$ cat config.mk
export PLATFORM = sky130hd
export DESIGN_NAME = light_gun_port_flat
export DESIGN_NICKNAME = d
export VERILOG_FILES = /design/src/design/lgp_pkg.sv /design/src/design/lgp_if.sv /design/src/design/lgp_light_detect.sv /design/src/design/light_gun_port.sv /design/src/flat_wrapper.sv
export SDC_FILE = /design/constraint.sdc
export NUM_CORES = 1
export LEC_CHECK = 0
export BUFFER_PORTS_ARGS = -buffer_cell sky130_fd_sc_hd__clkbuf_2
export CORE_MARGIN = 4
export CORE_UTILIZATION = 51
export DETAILED_ROUTE_END_ITERATION = 10
export PLACE_DENSITY = 0.76
export SLEW_MARGIN = 10
export SYNTH_ARGS = -nofsm -noshare
export SYNTH_HDL_FRONTEND = slang
export SYNTH_SLANG_ARGS = --single-unit
$ cat constraint.sdc
create_clock -name i_clk -period 3.45 [get_ports i_clk]
set_input_delay 0.1725 -clock i_clk [delete_from_list [all_inputs] [get_ports i_clk]]
set_output_delay 0.1725 -clock i_clk [all_outputs]
set_load 0.03 [all_outputs]
$ cat src/design/lgp_pkg.sv
`default_nettype none
// ----------------------------------------------------------------------------
// lgp_pkg
// Shared types, codes and constants of the light-gun port.
// ----------------------------------------------------------------------------
package lgp_pkg;

    // Field widths of the channels
    localparam int FUNC_W   = 2;
    localparam int COORD_W  = 9;
    localparam int CYCLE_W  = 17;
    localparam int COLOR_W  = 6;
    localparam int DATA_W   = 8;
    localparam int CFG_A_W  = 1;
    localparam int CFG_D_W  = 17;

    // Default screen geometry
    localparam int SCREEN_WIDTH_DEF  = 256;
    localparam int SCREEN_HEIGHT_DEF = 240;

    // Function codes of an input item
    localparam logic [FUNC_W-1:0] FUNC_FRAME = 2'd0;
    localparam logic [FUNC_W-1:0] FUNC_READ  = 2'd1;
    localparam logic [FUNC_W-1:0] FUNC_WRITE = 2'd2;

    // Configuration register indexes
    localparam logic [CFG_A_W-1:0] CFG_SERIAL_MODE = 1'd0;
    localparam logic [CFG_A_W-1:0] CFG_DECAY       = 1'd1;

    // Reset values
    localparam logic [CYCLE_W-1:0] DECAY_RESET       = 17'd384;
    localparam logic [DATA_W-1:0]  SERIAL_WORD_RESET = 8'h10;

    // Read data bits
    localparam logic [DATA_W-1:0] RD_TRIGGER  = 8'h10;
    localparam logic [DATA_W-1:0] RD_NO_LIGHT = 8'h08;
    localparam logic [DATA_W-1:0] SW_TRIGGER  = 8'h80;
    localparam logic [DATA_W-1:0] SW_LIGHT    = 8'h40;
    localparam logic [DATA_W-1:0] SW_FIXED    = 8'h10;

    // Brightness threshold for a lit pixel
    localparam logic [7:0] BRIGHT_MIN = 8'h40;

    localparam logic [7:0] BRIGHTNESS [0:63] = '{
        8'h66, 8'h1C, 8'h1F, 8'h2A, 8'h31, 8'h2D, 8'h27, 8'h26,
        8'h29, 8'h2E, 8'h34, 8'h32, 8'h30, 8'h00, 8'h00, 8'h00,
        8'hB9, 8'h52, 8'h52, 8'h51, 8'h53, 8'h4F, 8'h54, 8'h59,
        8'h5E, 8'h5A, 8'h5A, 8'h5E, 8'h5D, 8'h00, 8'h00, 8'h00,
        8'hFF, 8'hA4, 8'hA0, 8'hA2, 8'hA2, 8'h9D, 8'hA0, 8'hA6,
        8'hA9, 8'hA8, 8'hA6, 8'hA6, 8'hAB, 8'h60, 8'h00, 8'h00,
        8'hFF, 8'hD8, 8'hD5, 8'hD1, 8'hCE, 8'hCE, 8'hCF, 8'hD5,
        8'hDD, 8'hD5, 8'hD1, 8'hD0, 8'hD6, 8'hBD, 8'h00, 8'h00
    };

    // One input item
    typedef struct packed {
        logic [FUNC_W-1:0]  func;
        logic               sample_valid;
        logic [COORD_W-1:0] gun_x;
        logic [COORD_W-1:0] gun_y;
        logic               trigger;
        logic               write_bit;
        logic [CYCLE_W-1:0] pixel_cycle;
        logic [COLOR_W-1:0] aim_pixel_color;
    } t_item;

    function automatic logic is_bright(input logic [COLOR_W-1:0] color);
        return BRIGHTNESS[color] >= BRIGHT_MIN;
    endfunction

endpackage
`default_nettype wire

$ cat src/design/lgp_if.sv
`default_nettype none
// ----------------------------------------------------------------------------
// lgp_if
// Handshake channels of the light-gun port: items, results, configuration.
// ----------------------------------------------------------------------------
interface lgp_item_if;
    logic                         valid;
    logic                         ready;
    logic [lgp_pkg::FUNC_W-1:0]   func;
    logic                         sample_valid;
    logic [lgp_pkg::COORD_W-1:0]  gun_x;
    logic [lgp_pkg::COORD_W-1:0]  gun_y;
    logic                         trigger;
    logic                         write_bit;
    logic [lgp_pkg::CYCLE_W-1:0]  pixel_cycle;
    logic [lgp_pkg::COLOR_W-1:0]  aim_pixel_color;

    modport source (
        output valid, func, sample_valid, gun_x, gun_y, trigger, write_bit,
               pixel_cycle, aim_pixel_color,
        input  ready
    );
    modport sink (
        input  valid, func, sample_valid, gun_x, gun_y, trigger, write_bit,
               pixel_cycle, aim_pixel_color,
        output ready
    );
endinterface

interface lgp_result_if;
    logic                        valid;
    logic                        ready;
    logic [lgp_pkg::DATA_W-1:0]  read_data;

    modport source (output valid, read_data, input ready);
    modport sink   (input valid, read_data, output ready);
endinterface

interface lgp_cfg_if;
    logic                        valid;
    logic                        ready;
    logic [lgp_pkg::CFG_A_W-1:0] addr;
    logic [lgp_pkg::CFG_D_W-1:0] data;

    modport source (output valid, addr, data, input ready);
    modport sink   (input valid, addr, data, output ready);
endinterface
`default_nettype wire

$ cat src/design/lgp_light_detect.sv
`default_nettype none
// ----------------------------------------------------------------------------
// lgp_light_detect
// Decides whether the gun sees light at the current pixel cycle.
// ----------------------------------------------------------------------------
module lgp_light_detect #(
    parameter int POS_W = 16
) (
    input  wire logic [POS_W-1:0]            i_aim_pos,
    input  wire logic                        i_aim_valid,
    input  wire logic [lgp_pkg::CYCLE_W-1:0] i_pixel_cycle,
    input  wire logic [lgp_pkg::COLOR_W-1:0] i_color,
    input  wire logic [lgp_pkg::CYCLE_W-1:0] i_decay_window,
    output logic                             o_light
);
    import lgp_pkg::*;

    localparam int CMP_W = ((POS_W > CYCLE_W) ? POS_W : CYCLE_W) + 1;

    logic [CMP_W-1:0] w_aim;
    logic [CMP_W-1:0] w_cyc;
    logic [CMP_W-1:0] w_age;
    logic             w_drawn;
    logic             w_recent;

    assign w_aim    = CMP_W'(i_aim_pos);
    assign w_cyc    = CMP_W'(i_pixel_cycle);
    assign w_age    = w_cyc - w_aim;
    // Pixel already drawn this frame, no wrap below zero
    assign w_drawn  = w_aim < w_cyc;
    assign w_recent = w_age <= CMP_W'(i_decay_window);

    assign o_light = i_aim_valid && w_drawn && w_recent && is_bright(i_color);

endmodule
`default_nettype wire

$ cat src/design/light_gun_port.sv
`default_nettype none
// ----------------------------------------------------------------------------
// light_gun_port
// Light-gun controller port: frame latch of aim and trigger, port reads in
// normal parallel or serial shift format.
// ----------------------------------------------------------------------------
// Takes one item per clock while the output side does not stall. An accepted
// item sits in the input register, where its whole effect is computed (aim
// latch, light test, serial shift). A read puts its result in the output
// register as it leaves the input register, so read data passes the input
// register and then the output register. Frame and write items produce no
// result. The only stall comes from the output side: a read held in the input
// register waits while the output register holds an item not yet taken, and
// then the input side stops too. The longest path is the light test: a
// subtract of the aim position from the pixel cycle, a compare against the
// decay window and a 64-entry brightness lookup. Configuration writes are
// always taken and registered; change them only while no item is in flight.
// ----------------------------------------------------------------------------
module light_gun_port #(
    parameter int SCREEN_WIDTH  = lgp_pkg::SCREEN_WIDTH_DEF,
    parameter int SCREEN_HEIGHT = lgp_pkg::SCREEN_HEIGHT_DEF
) (
    input  wire logic    i_clk,
    input  wire logic    i_rst_n,
    lgp_item_if.sink     i_item,
    lgp_result_if.source o_result,
    lgp_cfg_if.sink      i_cfg
);
    import lgp_pkg::*;

    localparam int SCREEN_PIXELS = SCREEN_WIDTH * SCREEN_HEIGHT;
    localparam int POS_W         = (SCREEN_PIXELS > 1) ? $clog2(SCREEN_PIXELS) : 1;
    localparam int BOUND_W       = COORD_W + 1;
    localparam logic [POS_W-1:0] POS_MAX = POS_W'(SCREEN_PIXELS - 1);

    // Configuration
    logic               r_serial_mode;
    logic [CYCLE_W-1:0] r_decay_window;

    // Port state
    logic [POS_W-1:0]   r_aim_pos,      n_aim_pos;
    logic               r_aim_valid,    n_aim_valid;
    logic               r_trigger_held, n_trigger_held;
    logic               r_shift_en,     n_shift_en;
    logic [DATA_W-1:0]  r_serial_word,  n_serial_word;

    // Input register
    t_item              r_s1;
    logic               r_s1_valid;

    // Output register
    logic               r_out_valid;
    logic [DATA_W-1:0]  r_out_data,     n_out_data;

    logic               w_s1_is_read;
    logic               w_out_free;
    logic               w_s1_adv;
    logic               w_on_screen;
    logic               w_light;

    // ------------------------------------------------------------------
    // Configuration port: always ready
    // ------------------------------------------------------------------
    assign i_cfg.ready = 1'b1;

    always_ff @(posedge i_clk) begin
        if (!i_rst_n) begin
            r_serial_mode  <= 1'b0;
            r_decay_window <= DECAY_RESET;
        end else if (i_cfg.valid) begin
            unique case (i_cfg.addr)
                CFG_SERIAL_MODE: r_serial_mode  <= i_cfg.data[0];
                CFG_DECAY:       r_decay_window <= i_cfg.data;
                default: ;
            endcase
        end
    end

    // ------------------------------------------------------------------
    // Flow control: only a read needs room in the output register
    // ------------------------------------------------------------------
    assign w_s1_is_read  = r_s1.func == FUNC_READ;
    assign w_out_free    = !r_out_valid || o_result.ready;
    assign w_s1_adv      = r_s1_valid && (!w_s1_is_read || w_out_free);
    assign i_item.ready  = !r_s1_valid || w_s1_adv;

    // Capture the item
    always_ff @(posedge i_clk) begin
        if (!i_rst_n) begin
            r_s1_valid <= 1'b0;
        end else if (i_item.ready) begin
            r_s1_valid <= i_item.valid;
        end
    end

    always_ff @(posedge i_clk) begin
        if (i_item.ready && i_item.valid) begin
            r_s1.func            <= i_item.func;
            r_s1.sample_valid    <= i_item.sample_valid;
            r_s1.gun_x           <= i_item.gun_x;
            r_s1.gun_y           <= i_item.gun_y;
            r_s1.trigger         <= i_item.trigger;
            r_s1.write_bit       <= i_item.write_bit;
            r_s1.pixel_cycle     <= i_item.pixel_cycle;
            r_s1.aim_pixel_color <= i_item.aim_pixel_color;
        end
    end

    // ------------------------------------------------------------------
    // Light test on the held aim
    // ------------------------------------------------------------------
    lgp_light_detect #(
        .POS_W (POS_W)
    ) u_light (
        .i_aim_pos      (r_aim_pos),
        .i_aim_valid    (r_aim_valid),
        .i_pixel_cycle  (r_s1.pixel_cycle),
        .i_color        (r_s1.aim_pixel_color),
        .i_decay_window (r_decay_window),
        .o_light        (w_light)
    );

    assign w_on_screen = (BOUND_W'(r_s1.gun_x) < BOUND_W'(SCREEN_WIDTH)) &&
                         (BOUND_W'(r_s1.gun_y) < BOUND_W'(SCREEN_HEIGHT));

    // ------------------------------------------------------------------
    // Next state and read data
    // ------------------------------------------------------------------
    always_comb begin
        n_aim_pos      = r_aim_pos;
        n_aim_valid    = r_aim_valid;
        n_trigger_held = r_trigger_held;
        n_shift_en     = r_shift_en;
        n_serial_word  = r_serial_word;
        n_out_data     = '0;

        unique case (r_s1.func)
            FUNC_FRAME: begin
                // Drop the old aim; latch trigger even when aim is off screen
                n_aim_pos      = '0;
                n_aim_valid    = 1'b0;
                n_trigger_held = r_s1.sample_valid && r_s1.trigger;
                if (r_s1.sample_valid && w_on_screen) begin
                    n_aim_pos   = POS_W'(int'(r_s1.gun_y) * SCREEN_WIDTH +
                                         int'(r_s1.gun_x));
                    n_aim_valid = 1'b1;
                end
            end
            FUNC_READ: begin
                if (!r_serial_mode) begin
                    n_out_data = (r_trigger_held ? RD_TRIGGER : '0) |
                                 (w_light ? '0 : RD_NO_LIGHT);
                end else begin
                    // Return bit 0, then advance the status word when shifting is enabled
                    n_out_data    = DATA_W'(r_serial_word[0]);
                    n_serial_word = r_shift_en ? (r_serial_word >> 1) : r_serial_word;
                end
            end
            FUNC_WRITE: begin
                if (r_serial_mode) begin
                    n_shift_en    = !r_s1.write_bit;
                    n_serial_word = SW_FIXED |
                                    (r_trigger_held ? SW_TRIGGER : '0) |
                                    (w_light ? SW_LIGHT : '0);
                end
            end
            default: ;
        endcase
    end

    always_ff @(posedge i_clk) begin
        if (!i_rst_n) begin
            r_aim_pos      <= '0;
            r_aim_valid    <= 1'b0;
            r_trigger_held <= 1'b0;
            r_shift_en     <= 1'b1;
            r_serial_word  <= SERIAL_WORD_RESET;
        end else if (w_s1_adv) begin
            r_aim_pos      <= n_aim_pos;
            r_aim_valid    <= n_aim_valid;
            r_trigger_held <= n_trigger_held;
            r_shift_en     <= n_shift_en;
            r_serial_word  <= n_serial_word;
        end
    end

    // ------------------------------------------------------------------
    // Output register
    // ------------------------------------------------------------------
    always_ff @(posedge i_clk) begin
        if (!i_rst_n) begin
            r_out_valid <= 1'b0;
        end else if (w_s1_adv && w_s1_is_read) begin
            r_out_valid <= 1'b1;
        end else if (o_result.ready) begin
            r_out_valid <= 1'b0;
        end
    end

    always_ff @(posedge i_clk) begin
        if (w_s1_adv && w_s1_is_read) begin
            r_out_data <= n_out_data;
        end
    end

    assign o_result.valid     = r_out_valid;
    assign o_result.read_data = r_out_data;

`ifndef SYNTHESIS
    a_result_from_read: assert property (@(posedge i_clk) disable iff (!i_rst_n)
        $rose(r_out_valid) |-> $past(r_s1_valid && r_s1.func == FUNC_READ))
        else $error("result appeared without a read item");

    a_read_data_bits: assert property (@(posedge i_clk) disable iff (!i_rst_n)
        r_out_valid |-> ((r_out_data & ~(RD_TRIGGER | RD_NO_LIGHT | 8'h01)) == '0))
        else $error("read data carries undefined bits");

    a_aim_in_range: assert property (@(posedge i_clk) disable iff (!i_rst_n)
        r_aim_valid |-> (r_aim_pos <= POS_MAX))
        else $error("aim position beyond screen");

    a_frame_no_sample: assert property (@(posedge i_clk) disable iff (!i_rst_n)
        (w_s1_adv && r_s1.func == FUNC_FRAME && !r_s1.sample_valid)
            |=> (!r_aim_valid && !r_trigger_held))
        else $error("frame without sample kept aim or trigger");

    a_stalled_read_held: assert property (@(posedge i_clk) disable iff (!i_rst_n)
        (r_s1_valid && !w_s1_adv) |=> (r_s1_valid && $stable(r_s1)))
        else $error("stalled item lost or changed");
`endif

endmodule
`default_nettype wire

$ cat src/flat_wrapper.sv
// flat-port wrapper written by rule: the top's interface ports become plain ports
module light_gun_port_flat import lgp_pkg::*;
#(
    parameter int SCREEN_WIDTH  = lgp_pkg::SCREEN_WIDTH_DEF,
    parameter int SCREEN_HEIGHT = lgp_pkg::SCREEN_HEIGHT_DEF
)
  (i_clk, i_rst_n, i_item_valid, i_item_func, i_item_sample_valid, i_item_gun_x, i_item_gun_y, i_item_trigger, i_item_write_bit, i_item_pixel_cycle, i_item_aim_pixel_color, i_item_ready, o_result_valid, o_result_read_data, o_result_ready, i_cfg_valid, i_cfg_addr, i_cfg_data, i_cfg_ready);
  lgp_item_if i_item_i ();
  lgp_result_if o_result_i ();
  lgp_cfg_if i_cfg_i ();
  input  wire logic i_clk;
  input  wire logic i_rst_n;
  input wire logic [$bits(i_item_i.valid)-1:0] i_item_valid;
  input wire logic [$bits(i_item_i.func)-1:0] i_item_func;
  input wire logic [$bits(i_item_i.sample_valid)-1:0] i_item_sample_valid;
  input wire logic [$bits(i_item_i.gun_x)-1:0] i_item_gun_x;
  input wire logic [$bits(i_item_i.gun_y)-1:0] i_item_gun_y;
  input wire logic [$bits(i_item_i.trigger)-1:0] i_item_trigger;
  input wire logic [$bits(i_item_i.write_bit)-1:0] i_item_write_bit;
  input wire logic [$bits(i_item_i.pixel_cycle)-1:0] i_item_pixel_cycle;
  input wire logic [$bits(i_item_i.aim_pixel_color)-1:0] i_item_aim_pixel_color;
  output wire logic [$bits(i_item_i.ready)-1:0] i_item_ready;
  output wire logic [$bits(o_result_i.valid)-1:0] o_result_valid;
  output wire logic [$bits(o_result_i.read_data)-1:0] o_result_read_data;
  input wire logic [$bits(o_result_i.ready)-1:0] o_result_ready;
  input wire logic [$bits(i_cfg_i.valid)-1:0] i_cfg_valid;
  input wire logic [$bits(i_cfg_i.addr)-1:0] i_cfg_addr;
  input wire logic [$bits(i_cfg_i.data)-1:0] i_cfg_data;
  output wire logic [$bits(i_cfg_i.ready)-1:0] i_cfg_ready;
  assign i_item_i.valid = i_item_valid;
  assign i_item_i.func = i_item_func;
  assign i_item_i.sample_valid = i_item_sample_valid;
  assign i_item_i.gun_x = i_item_gun_x;
  assign i_item_i.gun_y = i_item_gun_y;
  assign i_item_i.trigger = i_item_trigger;
  assign i_item_i.write_bit = i_item_write_bit;
  assign i_item_i.pixel_cycle = i_item_pixel_cycle;
  assign i_item_i.aim_pixel_color = i_item_aim_pixel_color;
  assign i_item_ready = i_item_i.ready;
  assign o_result_valid = o_result_i.valid;
  assign o_result_read_data = o_result_i.read_data;
  assign o_result_i.ready = o_result_ready;
  assign i_cfg_i.valid = i_cfg_valid;
  assign i_cfg_i.addr = i_cfg_addr;
  assign i_cfg_i.data = i_cfg_data;
  assign i_cfg_ready = i_cfg_i.ready;
  light_gun_port #(.SCREEN_WIDTH(SCREEN_WIDTH), .SCREEN_HEIGHT(SCREEN_HEIGHT)) u_core (.i_clk(i_clk), .i_rst_n(i_rst_n), .i_item(i_item_i), .o_result(o_result_i), .i_cfg(i_cfg_i));
endmodule
* Yosys cells after proc, flatten, opt, wreduce, memory -nomap -nowiden *
Memory sizes are Yosys's and may differ from the RTL's.
Index checks and enable logic that the tools add are counted.

word-level totals
  bits in registers = 101
  ROM bits = 512
  bits of input ports = 69
  output and inout port bits = 11
  logic and storage cells = 78
  memories = 1

cells by class
  $add $sub $neg = 2
  magnitude comparators = 6
  equality and inequality tests = 5
  mux-type cells = 15
  bitwise logic cells = 5
  reductions and logical operators = 25

memory list
  name             words  width  rd ports  clocked after Yosys merged registers in  write ports  RTL line       text
  (no name shown)  64     8      1         0                                        0            lgp_pkg.sv:68  return BRIGHTNESS[color] >= BRIGHT_MIN;

operators with widths
  operator            count
  $mux 8              6
  $le 18x17->1        1
  $sub 17x16->18      1
  $lt 16x17->1        1
  $add 16x9->16       1
  $mux 16             1
  $pmux 8 s2          1
  $logic_and 1x1->1   9
  $lt 9x8->1 const B  1
  $lt 9x9->1 const B  1
  $ge 8x7->1 const B  1
  $or 8x8->8          1
  $ge 7x7->1 const B  1
  $mux 7              1
  $not 6->7           1
  $ne 2x1->1 const B  3
  $reduce_and 2->1    3
  $mux 5              1
  $or 5x4->5          1
  $reduce_and 5->1    1
  $logic_not 1->1     4
  $mux 1              4
  $mux 4              1
  $reduce_bool 2->1   2
  other kinds (7)     10

* Longest topological paths before layout *
Gate-level depths: netlist (run 1).

  depth in word-level cells = 10
  gate-level depth with buffers = 17
  gate-level depth less buffers = 17

* Modules after synthesis *
Synthesis (run 1) repeated with hierarchy kept, for this count alone.

unflattened totals
  cells, all modules = 502
  area, all modules = 5076.1 um^2

modules (own cells, without submodules)
  module            instances  cells each  area each (um^2)  seq. area each (um^2)
  light_gun_port    1          283         3585.9            2412.3
  lgp_light_detect  1          219         1490.2            0.0

* Worst setup path after synthesis (run 1) *
OpenSTA, ideal clock, no wires.

  path type = flip-flop to flip-flop
  start = reg u_core.r_s1[6] (netlist bit)
  end = reg u_core.r_out_data[3] (netlist: u_core.o_result.read_data[3]), data pin
  library setup time = 0.152 ns
  arrival = 3.315 ns
  required time = 3.298 ns
  slack = -0.017 ns
  stages on the path, launching flop included = 18
  buffers on the path = 0
  period minus slack after synthesis = 3.467 ns
  cells stage by stage = edfxtp_1 > inv_1 > ha_1 > inv_1 > fa_1 > a21oi_1 > o211ai_1 > a31o_1 > o21a_1 > o41a_1 > xnor2_1 > ha_1 > nand4_1 > nor3_1 > o31ai_1 > a31o_2 > nor2b_1 > a31oi_1

between the ends
  word-level cells in the longest chain between the ends = 6
  elaborated cells on any way between the ends = 8
  classes of those cells = add/sub (1); order compare (2); mux (1); bitwise (1); reduce/logical (3)

RTL lines
  element                                                   RTL line                                        text
  start, declared                                           light_gun_port.sv:48                            t_item r_s1;
  $sub 17x16->18 / $lt 16x17->1 (equally long branches)     lgp_light_detect.sv:28, lgp_light_detect.sv:30
  $le 18x17->1 / $logic_and 1x1->1 (equally long branches)  lgp_light_detect.sv:31, lgp_light_detect.sv:33
  $logic_and 1x1->1 * (2 in a row)                          lgp_light_detect.sv:33                          assign o_light = i_aim_valid && w_drawn && w_recent && is_bright(i_color);
  $mux 4 *                                                  light_gun_port.sv:152                           (w_light ? '0 : RD_NO_LIGHT);
  $or 5x4->5 *                                              light_gun_port.sv:151                           n_out_data = (r_trigger_held ? RD_TRIGGER : '0) |
  end signal, assigned                                      light_gun_port.sv:202                           r_out_data <= n_out_data;
  end, declared                                             light_gun_port.sv:53                            logic [DATA_W-1:0] r_out_data, n_out_data;

Every way passes the cells marked *; elsewhere a longest branch is shown, timed or not.
A chain may end at the register's enable or synchronous reset.

* Final worst setup path (run 1) *
Ends and elaborated chain as after synthesis.

==> impl_results.md, run 1 <==
* Violated checks: setup timing
* Clk Latency, worst-skew pair at 0.36 ns
* R2r worst-path depth at 17
* Pwr Total at 2.36 mW
* Maximum capacitance violations at 0
* Critical Path Start: u_core.r_s1[6]$_DFFE_PP_
* Setup-violating endpoint count in the final report at 2
* Required time of the critical path at between 3 and 4 ns
* Drt total wl at 10.1 mm
* Crit path DAT at 3.77 ns
* HPWL after detailed placement at approximately 7.3 mm
* Chain of cells forming the critical path: inv_1 -> ha_2 -> inv_2 -> fa_2 -> a21oi_2 -> o211ai_1 -> a31o_1 -> o21a_1 -> o41a_1 -> xnor2_1 -> ha_1 -> nand4_1 -> nor3_2 -> o31ai_2 -> a31o_2 -> nor2b_4 -> a31oi_1
* Final #Nets at 727
* Total power divided by cell area at 392 nW/um^2
* Worst ir drop on vdd at 0.215 mV
* Critical Path End: u_core.o_result.read_data[3]$_SDFFCE_PN0P_
* Cell area after technology mapping at 4780 um^2
* Measured slew at the worst slew-check pin at 0.731 ns
* Main flop type after synthesis: edfxtp_1
* Number of logic stages on the critical path including buffering at 17
* Number of distinct library cells after synthesis at 49
* Wire length of the first global-routing pass at 16.8 mm
* Critical register-to-register path startpoint: u_core.r_s1[6]$_DFFE_PP_
* Layout area overhead at 25.8%
* Routability congestion estimate from global placement at around 0.87
* Count of buffering cells on the critical path with inverters included at 2
* Core utilization of the finished layout at 65.5%
* Final critical-path required period at 3.58 ns
* I/O pins at 80
* Biggest fanout along the worst timing path at 2
* Global route overflow at 0
* Slowest stage cell on the critical path: edfxtp_1
* Unrepaired setup endpoints after global routing: yes
* Crit path launch type: flip-flop
* WL per Instance at between 10 and 15 um
* Detail Route Antenna Nets at 0
* Vias post-DR at ~3900
* Critical Path End Type: flip-flop
* Post-route fraction of the period consumed by the critical path at 104%
* Total iterations of the first detailed-routing run at 5
* Number of rows in the core area at 35
* Number of flops mapped to enable cells by yosys at approximately 50
* Flops & latches, synth at 96
* Root Buffer: clkbuf_8
* Count of warnings emitted by yosys at 0
* Fraction of the yosys area taken by sequential cells at 50.4%
* Run status: finished with violations
* # port buffers at 73
* Path class of the lowest-slack min-delay path: in -> reg
* Placed insts at 667
* Least setup slack across all paths after layout at -0.128 ns
* All-Layer GR Usage at 18.6%
* Async set-or-reset flop fraction in the synthesized netlist at 0%
* TritonCTS clock tree: done
* Maximum single-stage delay on the critical path at roughly 0.37 ns
* Synthesized area per cell at 9.78 um^2
* Clock skew at 0.0153 ns
* Largest net degree at the start of global routing at 40
* Die ar. at roughly 11000 um^2
* Clock-pin slew reported for the worst setup and hold paths after clock tree synthesis at 0.09 ns
* Effective utilization at floorplan at 52.0%
* Die Span X at 105 um
* Critical path start-end classification: reg -> reg
* Max-Slew Margin vs Limit at 51.2%
* Total CTS buffers at 9
* Fill count at between 700 and 800
* Drc violations at 0
* Reg-to-reg critical path endpoint: u_core.o_result.read_data[3]$_SDFFCE_PN0P_
* Number of global-route vias before repair at 3762
* Max frequency at around 280 MHz
* Sinks on Clock Net at 96
* Antenna Cells at 0
* Starting DRC count in detailed routing at 270
* Average via count per standard cell at ~5.3
* Vert. Die Dim at between 100 and 150 um
* H-tree depth at 3
* Worst setup slack for register-to-register paths at -0.13 ns
* Leakage at between 2 and 2.5 nW
* Area inside the core boundary at about 9000 um^2
* Cells after Synth at 489
* Fraction of final layout cells sized beyond drive strength 1 at approximately a fifth
* Cell family with most CP delay: compound AO/OA/AOI/OAI gates
* Final hold violation count at 0
* Pins Over Slew Limit at 0
* Post-layout instance count excluding filler cells at about 740
* CTS Buffer Depth at 2
* Number of antenna violations at the first check in global routing at 0
==> flip-flops by register name, indices dropped and copies added, names as in the netlist <==
signal / count
u_core.o_result.read_data: 3
u_core.r_serial_mode: 1
u_core.r_aim_valid: 1
u_core.o_result.valid: 1
u_core.r_s1: 46
u_core.r_serial_word: 8
u_core.r_decay_window: 17
u_core.r_aim_pos: 16
u_core.r_shift_en: 1
u_core.r_s1_valid: 1
u_core.r_trigger_held: 1
==> worst register-to-register path: cells and delay by family (launching register included) <==
family / cells / cell delay (ns)
buffers and inverters: 2 / 0.10
AND/OR/NAND/NOR: 3 / 0.52
flip-flops: 1 / 0.37
AO/OA/AOI/OAI: 8 / 1.48
adder cells (fa/ha/maj): 3 / 0.83
XOR/XNOR: 1 / 0.13
==> metal layers <==
layer / vias to the layer above / wire length, um / GRT usage (%)
li1: 1972 / - / -
met1: 1765 / 4420 / 23.7
met2: 129 / 4880 / 31.4
met3: 27 / 542 / 4.39
met4: 0 / 289 / 5.81
met5: - / 0 / 0
==> layout make-up <==
type | count | area (um^2) | area share [%]
Clock inverter | 5 | 63.8 | 1.06
Timing Repair Buffer | 132 | 923 | 15.3
Multi-Input combinational cell | 335 | 2180 | 36.2
Clock buffer | 11 | 131 | 2.18
Tap cell | 111 | 139 | 2.31
Inverter | 45 | 169 | 2.81
Sequential cell | 96 | 2410 | 40.1
==> kinds of logic after synthesis <==
| kind of cell | synth area share, % |
|---|---|
| AO/OA/AOI/OAI | 15.6 |
| XOR/XNOR | 2.75 |
| adder cells (fa/ha/maj) | 10.4 |
| buffers and inverters | 5.34 |
| flip-flops | 50.4 |
| other | 0.157 |
| AND/OR/NAND/NOR | 15.3 |
==> through the flow <==
stage                     TNS, ns  setup slack, ns  hold slack, ns  instance area (um^2)
after floorplan                 0           0.0100           0.246                  4800
after CTS                 -0.0586          -0.0586        0.000113                  5950
after global routing       -0.658           -0.335          0.0377                  6020
final                      -0.254           -0.128          0.0328                  6020
after global placement     -0.119           -0.113           0.350                  5280
after detailed placement   -0.267           -0.187           0.351                  5280
==> worst min path at each step <==
stage                                             to  slack, ns  depth (start not counted)             startpoint
6_report       u_core.r_decay_window[5]$_SDFFE_PN0P_       0.03                          3          i_cfg_data[5]
3_3_place_gp               u_core.r_s1[11]$_DFFE_PP_       0.35                          1  i_item_pixel_cycle[5]
5_1_grt        u_core.r_decay_window[3]$_SDFFE_PN0P_       0.04                          3          i_cfg_data[3]
4_1_cts                    u_core.r_s1[15]$_DFFE_PP_     0.0001                          1  i_item_pixel_cycle[9]
2_1_floorplan   u_core.r_serial_word[4]$_SDFFE_PN1P_       0.25                          1                i_rst_n
3_5_place_dp               u_core.r_s1[29]$_DFFE_PP_       0.35                          1        i_item_gun_y[4]
==> cell usage after synthesis, drive strengths merged, types with 5 or more instances <==
master	n	share of area, %
a21oi	42	4.6
a22oi	14	2.2
and3	7	0.92
buf	7	1.0
clkbuf	10	0.78
dfxtp	47	20
edfxtp	49	31
ha	38	9.9
inv	45	3.5
nand2	61	4.8
nand2b	8	1.0
nand3	18	1.9
nand4	6	0.78
nor2	42	3.3
nor2b	5	0.65
nor3	9	0.94
o211ai	7	1.1
o21ai	15	1.6
xnor2	11	2.0
==> power breakdown <==
part | internal [mW] | switching, mW | total, mW | leakage [nW]
Sequential | 1.25 | 0.0215 | 1.27 | 0.858
Clock | 0.342 | 0.384 | 0.726 | 0.0945
Combinational | 0.177 | 0.190 | 0.367 | 1.44
==> repair_timing <==
action,4_1_cts,5_1_grt
gates resized for setup,3,8
setup buffers,3,3
pin swaps,6,14
hold buffers,44,2
setup endpoints to repair,2,2
hold endpoints to repair,44,2
==> placed cells by master, fill, tap and decap left out, types with 3 or more instances in the layout <==
cell / Yosys / layout
nor2_1: 42 / 41
clkbuf_2: 0 / 73
conb_1: 2 / 6
a21oi_1: 41 / 39
clkbuf_8: 0 / 9
xor2_1: 4 / 4
o211ai_1: 7 / 7
nor2b_1: 5 / 3
xnor2_1: 11 / 11
nand2_1: 61 / 61
o21ai_0: 13 / 12
a22oi_1: 14 / 14
o21bai_1: 4 / 4
dlygate4sd3_1: 0 / 46
nand3_1: 18 / 18
buf_4: 6 / 13
a31oi_1: 3 / 3
edfxtp_1: 49 / 49
and3_1: 7 / 7
nand2b_1: 8 / 8
inv_1: 45 / 44
dfxtp_1: 47 / 47
a211oi_1: 4 / 4
a211o_1: 3 / 3
ha_1: 38 / 37
nor3_1: 9 / 8
nand4_1: 6 / 6
(Power assumes the default switching activity.)
==> run 2, diff against run 1 <==
Settings changed: CTS_CLUSTER_SIZE set to 14, GPL_ROUTABILITY_DRIVEN set to 1, MAX_ROUTING_LAYER set to met4.
==> impl_results.md, run 2 (same netlist as run 1, synthesis figures left out) <==
* Run status: finished with violations
* Violated checks: setup timing
* Average via count per standard cell at 5.27
* Least setup slack across all paths after layout at -0.132 ns
* Layout area overhead at 25.8%
* Crit path launch type: flip-flop
* Vert. Die Dim at roughly 100 um
* Pwr Total at 2.36 mW
* Pins Over Slew Limit at 0
* Final critical-path required period at between 3 and 4 ns
* R2r worst-path depth at 17
* Clk Latency, worst-skew pair at 0.36 ns
* Routability congestion estimate from global placement at slightly below 0.9
* All-Layer GR Usage at 19.1%
* Maximum capacitance violations at 0
* Power Internal at around 1.8 mW
* Total CTS buffers at 9
* Sinks on Clock Net at 96
* Unrepaired setup endpoints after global routing: yes
* Post-route fraction of the period consumed by the critical path at 104%
* Reg-to-reg critical path endpoint: u_core.o_result.read_data[3]$_SDFFCE_PN0P_
* Final standard cell area without fillers at 6020 um^2
* Critical Path End Type: flip-flop
* Flip-flop count of the largest register after layout at 46
* Worst slack on hold paths at 0.0293 ns
* Drt total wl at 10.2 mm
* Sequential share of power at between 50% and 60%
* Die ar. at about 11000 um^2
* TritonCTS clock tree: done
* Total iterations of the first detailed-routing run at 5
* Clock skew at 0.0126 ns
* H-tree depth at 3
* Leakage at 2.39 nW
* Commonest cells after routing, fill and taps aside: 73 x clkbuf_2, 61 x nand2_1, 49 x edfxtp_1, 47 x dfxtp_1, 46 x dlygate4sd3_1
* Final #Nets at 727
* Fraction of final layout cells sized beyond drive strength 1 at 18.8%
* Top flop regs: u_core.r_s1 x46, u_core.r_decay_window x17, u_core.r_aim_pos x16
* Post-layout instance count excluding filler cells at 735
* Worst setup slack for register-to-register paths at -0.13 ns
* Leading cell type in the layout, fill and taps excluded: clkbuf_2
* Worst ir drop on vdd at 0.215 mV
* Setup-violating endpoint count in the final report at 2
* CTS Buffer Depth at 2
* Required time of the critical path at 3.65 ns
* Number of rows in the core area at 35
* Biggest fanout along the worst timing path at 2
* HPWL after detailed placement at around 7.3 mm
* Max-Slew Margin vs Limit at 51.3%
* Placed insts at 667
* Area inside the core boundary at 9200 um^2
* Clock-pin slew reported for the worst setup and hold paths after clock tree synthesis at 0.10 ns
* Effective utilization at floorplan at 52.0%
* Antenna Cells at 0
* # port buffers at 73
* WL per Instance at 13.8 um
* Largest net degree at the start of global routing at 40
* Final hold violation count at 0
* Post-place instance area at 5280 um^2
* Drc violations at 0
* Hold endpoint: u_core.r_decay_window[5]$_SDFFE_PN0P_
* Die Span X at 105 um
* Switch share at 25.3%
* Number of global-route vias before repair at around 3800
* Root Buffer: clkbuf_8
* Beginning of the worst hold path: i_cfg_data[5]
* Number of antenna violations at the first check in global routing at 0
* Max frequency at 279 MHz
* Crit path DAT at roughly 3.8 ns
* Total power divided by cell area at 392 nW/um^2
* Largest register by flop count: u_core.r_s1
* Detail Route Antenna Nets at 0
* Net switching component of the power at 0.598 mW
* Worst slack at placement at -0.187 ns
* Core utilization of the finished layout at between 60% and 70%
* Critical register-to-register path startpoint: u_core.r_s1[6]$_DFFE_PP_
* Clock power share at 30.8%
* Hold Crit Depth at 3
* I/O pins at 80
* TNS Setup at -0.258 ns
* Measured slew at the worst slew-check pin at around 0.73 ns
* Critical path start-end classification: reg -> reg
* Global route overflow at 0
* Vias post-DR at 3872
* Gate power share at 15.5%
* Starting DRC count in detailed routing at 302
* Path class of the lowest-slack min-delay path: in -> reg
* Wire length of the first global-routing pass at 16.8 mm
[run 2: cell counts in the layout (fill, tap and decap cells not counted)]
Identical to the previous run, type by type.
[run 2: worst max-delay path by stage]
stage | from | endpoint | slack, ns | depth (start not counted)
5_1_grt | u_core.r_s1[6]$_DFFE_PP_ | u_core.o_result.read_data[3]$_SDFFCE_PN0P_ | -0.34 | 17
3_5_place_dp | u_core.r_s1[6]$_DFFE_PP_ | u_core.o_result.read_data[3]$_SDFFCE_PN0P_ | -0.19 | 17
4_1_cts | u_core.r_s1[6]$_DFFE_PP_ | u_core.o_result.read_data[3]$_SDFFCE_PN0P_ | -0.06 | 17
2_1_floorplan | u_core.r_s1[6]$_DFFE_PP_ | u_core.o_result.read_data[3]$_SDFFCE_PN0P_ | 0.01 | 17
6_report | u_core.r_s1[6]$_DFFE_PP_ | u_core.o_result.read_data[3]$_SDFFCE_PN0P_ | -0.13 | 17
3_3_place_gp | u_core.r_s1[6]$_DFFE_PP_ | u_core.o_result.read_data[3]$_SDFFCE_PN0P_ | -0.11 | 17
[run 2: cell type report]
type                       instances  area, um^2
multi-input combinational        335        2180
clock buffer                      11         131
sequential                        96        2410
fill                             709        3180
tap                              111         139
clock inverter                     5        63.8
inverter                          45         169
timing repair buffer             132         923
[run 2: timing repair]
| item | 4_1_cts | 5_1_grt |
|---|---|---|
| resized for setup | 3 | 8 |
| hold buffers | 44 | 2 |
| setup endpoints to repair | 2 | 2 |
| setup buffers | 3 | 3 |
| hold endpoints to repair | 44 | 2 |
| pin swaps | 6 | 14 |
[run 2: power groups by stage]
stage               combinational [mW]  sequential, mW  clock (mW)
CTS                              0.348            1.27       0.744
global placement                 0.293            1.29           0
detailed placement               0.305            1.29           0
global route                     0.411            1.27       0.787
floorplan                        0.214            1.29           0
finish                           0.367            1.27       0.729
[run 2: metal layers]
layer  wire length, um  vias to the layer above  share of wire, %  GRT usage (%)
met2              4900                      109                48           31.4
met4               251                        0               2.5           5.81
met1              4510                     1768                44           23.8
met3               502                       21               4.9           4.20
li1                  -                     1974                 -              -
met5                 0                        -                 0              -
[run 2: critical path: stages (launching register included)]
cell,delay [ns]
edfxtp_1,0.37
inv_1,0.06
ha_2,0.18
inv_2,0.04
fa_2,0.36
a21oi_2,0.16
o211ai_1,0.12
a31o_1,0.21
o21a_1,0.19
o41a_1,0.32
xnor2_1,0.13
ha_1,0.29
nand4_1,0.14
nor3_2,0.26
o31ai_2,0.12
a31o_2,0.22
nor2b_4,0.12
a31oi_1,0.12
